## src/sv/css_pkg.sv

```systemverilog
// shared types and constants for the cocktail shaker sorter
package css_pkg;

  localparam int DEPTH_DEF = 16;
  localparam int VAL_W     = 32;

  typedef struct packed {
    logic [VAL_W-1:0] value;
    logic             last;
  } css_in_t;

  typedef struct packed {
    logic [VAL_W-1:0] sorted_value;
    logic             last_out;
    logic             overflow;
  } css_out_t;

  // per-cycle command broadcast to every cell
  typedef struct packed {
    logic             ins;
    logic             drn;
    logic [VAL_W-1:0] new_val;
  } css_ctrl_t;

  typedef enum logic {
    ST_LOAD,
    ST_DRAIN
  } css_state_t;

endpackage

```

## src/sv/css_cell.sv

```systemverilog
// one cell of the sorting chain: holds one value, trades with its neighbors
module css_cell
  import css_pkg::*;
(
  input  logic             clk,
  input  css_ctrl_t        ctrl,
  input  logic             occ,
  input  logic             left_keep,
  input  logic [VAL_W-1:0] left_val,
  input  logic [VAL_W-1:0] right_val,
  output logic             keep,
  output logic [VAL_W-1:0] val
);

  logic [VAL_W-1:0] val_next;

  // an occupied cell whose value does not exceed the new one stays put
  assign keep = occ && (val <= ctrl.new_val);

  always_comb begin
    val_next = val;
    if (ctrl.ins) begin
      if (keep) begin
        val_next = val;
      end else if (left_keep) begin
        val_next = ctrl.new_val;
      end else begin
        val_next = left_val;
      end
    end else if (ctrl.drn) begin
      val_next = right_val;
    end
  end

  always_ff @(posedge clk) begin
    val <= val_next;
  end

endmodule

```

## src/sv/cocktail_shaker_sorter_unit.sv

```systemverilog
// top level of the cocktail shaker sorter: cell chain, fill count and drain control
//
// usage:
//   input channel: a transfer happens at a rising edge with start high and busy
//   low. item.value is one unsigned value of the batch, item.last closes it.
//   each value is placed into a sorted row of DEPTH cells as it arrives: every
//   cell compares its value with the new one in parallel and the row shifts one
//   place right past the insertion point; busy stays low while loading.
//   values beyond DEPTH in one batch are dropped and the batch is flagged.
//   output channel: after the closing transfer busy goes high and the row
//   shifts toward cell 0, one value per cycle. each result is shown for exactly
//   one cycle with strobe high; the receiver cannot stall it.
//   timing: a batch is first loaded in full and then drained; each result
//   passes the drain state and then the result register before strobe shows
//   it. the rate is set by the single shared insertion point at load and the
//   single output at drain.
//   overflow is high on every result of a batch that lost values.
//   reset: rst (synchronous, active high) empties the fill count, clears the
//   dropped flag, returns to loading and clears the strobe; the cell values are
//   not cleared, a cell beyond the fill count never reaches the output.
module cocktail_shaker_sorter_unit
  import css_pkg::*;
#(
  parameter int DEPTH = DEPTH_DEF
) (
  input  logic     clk,
  input  logic     rst,
  input  logic     start,
  output logic     busy,
  input  css_in_t  item,
  output logic     strobe,
  output css_out_t result
);

  localparam int CNT_W = $clog2(DEPTH + 1);

  css_state_t       state, state_next;
  logic [CNT_W-1:0] count, count_next;
  logic             dropped, dropped_next;
  css_ctrl_t        ctrl;
  logic             accept;
  logic             full;
  logic             emit;

  // chain wiring
  logic [DEPTH-1:0]  occ;
  logic [DEPTH-1:0]  keep;
  logic [VAL_W-1:0]  val [DEPTH];

  assign full   = (count == CNT_W'(DEPTH));
  assign accept = start && !busy;

  // state register
  always_ff @(posedge clk) begin
    if (rst) begin
      state   <= ST_LOAD;
      count   <= '0;
      dropped <= 1'b0;
    end else begin
      state   <= state_next;
      count   <= count_next;
      dropped <= dropped_next;
    end
  end

  // next state and chain commands
  always_comb begin
    state_next   = state;
    count_next   = count;
    dropped_next = dropped;
    busy         = 1'b0;
    emit         = 1'b0;
    ctrl.ins     = 1'b0;
    ctrl.drn     = 1'b0;
    ctrl.new_val = item.value;
    case (state)
      ST_LOAD: begin
        if (accept) begin
          if (full) begin
            dropped_next = 1'b1;
          end else begin
            ctrl.ins   = 1'b1;
            count_next = count + 1'b1;
          end
          if (item.last) begin
            state_next = ST_DRAIN;
          end
        end
      end
      ST_DRAIN: begin
        busy       = 1'b1;
        emit       = 1'b1;
        ctrl.drn   = 1'b1;
        count_next = count - 1'b1;
        // final value leaves: batch done
        if (count == CNT_W'(1)) begin
          state_next   = ST_LOAD;
          dropped_next = 1'b0;
        end
      end
      default: begin
        state_next = ST_LOAD;
      end
    endcase
  end

  // row of cells, kept in ascending order from cell 0
  for (genvar i = 0; i < DEPTH; i++) begin : g_cell
    logic             lk;
    logic [VAL_W-1:0] lv;
    logic [VAL_W-1:0] rv;

    assign occ[i] = (count > CNT_W'(i));

    if (i == 0) begin : g_first
      assign lk = 1'b1;
      assign lv = item.value;
    end else begin : g_inner
      assign lk = keep[i-1];
      assign lv = val[i-1];
    end

    if (i == DEPTH - 1) begin : g_end
      assign rv = val[i];
    end else begin : g_mid
      assign rv = val[i+1];
    end

    css_cell u_cell (
      .clk       (clk),
      .ctrl      (ctrl),
      .occ       (occ[i]),
      .left_keep (lk),
      .left_val  (lv),
      .right_val (rv),
      .keep      (keep[i]),
      .val       (val[i])
    );
  end

  // result register: the strobe is control, the payload needs no reset
  always_ff @(posedge clk) begin
    if (rst) begin
      strobe <= 1'b0;
    end else begin
      strobe <= emit;
    end
  end

  always_ff @(posedge clk) begin
    if (emit) begin
      result.sorted_value <= val[0];
      result.last_out     <= (count == CNT_W'(1));
      result.overflow     <= dropped;
    end
  end

`ifndef SYNTHESIS
  a_drain_nonempty: assert property (@(posedge clk) disable iff (rst)
    busy |-> count != '0)
    else $error("drain with an empty row");

  a_count_bound: assert property (@(posedge clk) disable iff (rst)
    count <= CNT_W'(DEPTH))
    else $error("fill count beyond depth");

  a_close_drains: assert property (@(posedge clk) disable iff (rst)
    start && !busy && item.last |=> busy)
    else $error("closing transfer did not start the drain");

  a_last_frees: assert property (@(posedge clk) disable iff (rst)
    strobe && result.last_out |-> !busy && count == '0)
    else $error("final result while the row still holds values");
`endif

endmodule
```

## config.mk

```make
export PLATFORM = sky130hd
export DESIGN_NAME = cocktail_shaker_sorter_unit
export DESIGN_NICKNAME = d
export VERILOG_FILES = /design/src/sv/css_pkg.sv /design/src/sv/css_cell.sv /design/src/sv/cocktail_shaker_sorter_unit.sv
export SDC_FILE = /design/constraint.sdc
export NUM_CORES = 2
export LEC_CHECK = 0
export ABC_CLOCK_PERIOD_IN_PS = 7400
export BUFFER_PORTS_ARGS = -buffer_cell sky130_fd_sc_hd__buf_4
export CAP_MARGIN = 20
export CORE_MARGIN = 10
export CORE_UTILIZATION = 35
export CTS_BUF_LIST = sky130_fd_sc_hd__clkbuf_4
export DETAILED_ROUTE_END_ITERATION = 8
export PLACE_DENSITY_LB_ADDON = 0.1
export SLEW_MARGIN = 30
export SYNTH_ARGS = -nofsm -noshare
export SYNTH_HDL_FRONTEND = slang
export SYNTH_SLANG_ARGS = --single-unit
```

## constraint.sdc

```tcl
create_clock -name clk -period 7.4 [get_ports clk]
set_input_delay 1.48 -clock clk [delete_from_list [all_inputs] [get_ports clk]]
set_output_delay 1.48 -clock clk [all_outputs]
set_load 0.02 [all_outputs]
```

==> flow_summary_export.csv <==
group,metric,value,unit
pwr,p_sw,5.128,mW
synthesis,yosysWarnings,0,
floorplan,dieArea,0.1252,mm^2
clock_tree,clk_pin_slew_worst_paths,0.06,ns
worst_setup_path,required,8.13,ns
clock_tree,cts_buffer_depth,3,
timing,period_share,64.46,%
synthesis,synth-edff-count,546,
grt,grt_pass1_wl,190.0,mm
layout,area_delta_synth_final,10.77,%
synthesis,synthTopCellsByArea,"edfxtp_1 (42%), ha_1 (17%), mux2i_1 (8.2%), a21oi_1 (6.7%), nor2_1 (3.2%)",
pwr,ir_drop,0.1947,mV
min_path,min_path_type,"flip-flop to flip-flop",
timing,fmax,209.6,MHz
floorplan,row_count,122,
routing,detail_route.vias_per_cell,5.535,
synthesis,yosysTopAreaCellShare,42.04,%
worst_setup_path,setup.worst_path.end_class,"flip-flop",
clock_tree,cts_root_buffer,"clkbuf_4",
synthesis,ys_ff_latch,554,
timing,finalMaxSlewViolations,0,
worst_setup_path,worstSetupPathType,"primary input to flip-flop",
routing,detail_route.wl_per_cell,22.81,um
clock_tree,cts_made_buffers,171,
placement,place.port_buffers,71,
synthesis,syn_area_per_cell,10.19,um^2
worst_setup_path,cp_max_fo,33,
layout,final_cell_mix,"edfxtp_1 (546), a21oi_1 (524), ha_1 (517)",
worst_setup_path,start_kind,"primary input",
synthesis,yosysTopAreaCell,"edfxtp_1",
synthesis,synth_area,0.03900,mm^2
timing,fin_crit,4.770,ns
layout,post-route-util,39.04,%
floorplan,core,0.1107,mm^2
placement,dp_hpwl,93.03,mm
clock_tree,clock_latency,1.09,ns
pwr,power_density,305.5,mW/mm^2
job,max-cap-violations,0,
grt,antenna_found_initial,3,
timing,finalHoldViolCount,0,
synthesis,synthCells,3827,
timing,fin_worst_skew,0.06489,ns
timing,final.setup.tns,0,ns
grt,track_usage,19.43,%
timing,rsz0062_at_grt,"no",
clock_tree,ctsHoldBuffers,0,
placement,place_area,0.04114,mm^2
pwr,leakage,17.58,nW
routing,drc_errors,0,
timing,relSlewSlack,37.17,%
pwr,pwr-share-seq,41.9,%
routing,antenna_left,0,
pwr,pwr-share-clk,22.7,%
placement,place_congestion,0.8326,
layout,final_layout_size_suffix_gt1_share,10.62,%
pwr,p_total,13.20,mW
synthesis,synth-seq-area-share,42.45,%
timing,worst_slew_pin_slew,0.9187,ns
routing,first_iter_violations,2230,
grt,gr-total-overflow,0,
synthesis,async_flop_share,0,%
worst_setup_path,arrival,5.50,ns
floorplan,die_w,353.8,um
clock_tree,htree_levels,4,
grt,grt_max_degree,193,
layout,final_cell_area,0.04320,mm^2
layout,layout_commonest_cell,"edfxtp_1",
synthesis,syn_nets,4380,
pwr,p_int,8.071,mW
run_status,outcome,"completed",
pwr,combPwrFrac,35.4,%
routing,wirelength,125.3,mm
clock_tree,cts_resized,0,
pwr,swShare,38.85,%
routing,vias,30396,
clock_tree,clkSinkCount,554,
floorplan,fp.dieH,353.8,um
layout,final_nets,4434,
grt,grt_pass1_vias,30087,
clock_tree,cts_tree,"yes",
synthesis,synthFlopType,"edfxtp_1",
routing,dr.pass1.iters,5,
floorplan,io_pins,72,
synthesis,ys_types,67,
floorplan,start_util,35.24,%
timing,finalSetupViolCount,0,
clock_tree,post_cts_buffers,0,
-- final timing paths --
kind,startpoint,endpoint,slack (ns),cells after the start
max reg2reg,count[0]$_SDFFE_PP0P_,g_cell[2].u_cell.val[11]$_DFFE_PP_,3.27,9
min,g_cell[0].u_cell.val[17]$_DFFE_PP_,result[19]$_DFFE_PP_,0.50,0
max,item[31],g_cell[9].u_cell.val[15]$_DFFE_PP_,2.63,12
min reg2reg,g_cell[0].u_cell.val[17]$_DFFE_PP_,result[19]$_DFFE_PP_,0.50,0
-- registers in the layout, indices dropped and copies added, names as in the netlist --
register           count
strobe                 1
g_cell.u_cell.val    512
count                  5
result                34
state                  1
dropped                1
-- routing by layer --
layer	vias up	track usage, %	share of wire, %
met5	-	0	0.016
met4	2	7.184	3.1
met2	766	30.68	45
li1	14877	-	-
met1	14552	26.50	47
met3	199	3.268	4.8
-- kinds of logic (layout without fill, tap and decap cells) --
logic type,after synthesis,count (layout),share of synthesized area [%]
mux,320,320,8.212
xor+xnor,3,3,0.06738
flops,554,554,42.45
other cells,0,2,0
fa+ha+maj,517,517,16.59
buf+inv,337,512,3.583
compound gates,1147,1147,18.13
simple gates,949,949,10.97
-- worst max-delay path, cell delays in order --
cell and delay [ns]:
buf_4 0.24, inv_1 0.42, ha_1 0.47, nand4_1 0.13, nor3_1 0.66, a21boi_0 0.26, a22oi_1 0.09, o211ai_1 0.13
buf_4 0.52, nand2_1 0.11, nand2_1 0.58, buf_4 0.37
-- power groups by stage --
stage | clock [mW] | combinational, mW | sequential (mW)
2_1_floorplan | 0 | 3.40 | 5.23
3_3_place_gp | 0 | 4.61 | 5.59
3_5_place_dp | 0 | 4.70 | 5.58
4_1_cts | 3.11 | 4.71 | 5.52
5_1_grt | 3.26 | 5.28 | 5.63
6_report | 2.99 | 4.68 | 5.53
-- synthesized netlist by cell type, types with 80 or more instances --
master	number
a21oi_1	525
a21o_1	124
nand4_1	113
clkbuf_1	198
nand2_1	309
edfxtp_1	546
mux2i_1	320
o21ai_0	128
inv_1	80
ha_1	517
nor2_1	336
a22o_1	93
-- layout make-up --
class | count | area (um^2)
antenna | 2 | 5.005
clock buffer | 240 | 1802
clock inverter | 54 | 230.2
fill | 10987 | 67470
inverter | 81 | 304.0
multi-input combinational | 2936 | 21300
sequential | 554 | 16560
tap | 1488 | 1862
timing repair buffer | 137 | 1146
-- stage by stage --
stage / hold slack (ns) / cells / setup slack [ns]
final: 0.5025 / 5492 / 2.630
after global routing: 0.5159 / 5492 / 2.422
after CTS: 0.5074 / 5489 / 2.688
after detailed placement: 0.4931 / 5195 / 1.484
after global placement: 0.4951 / 5191 / 1.475
after floorplan: 0.4090 / 3827 / 0.6327
No activity file was read; power rests on OpenSTA's default activity.
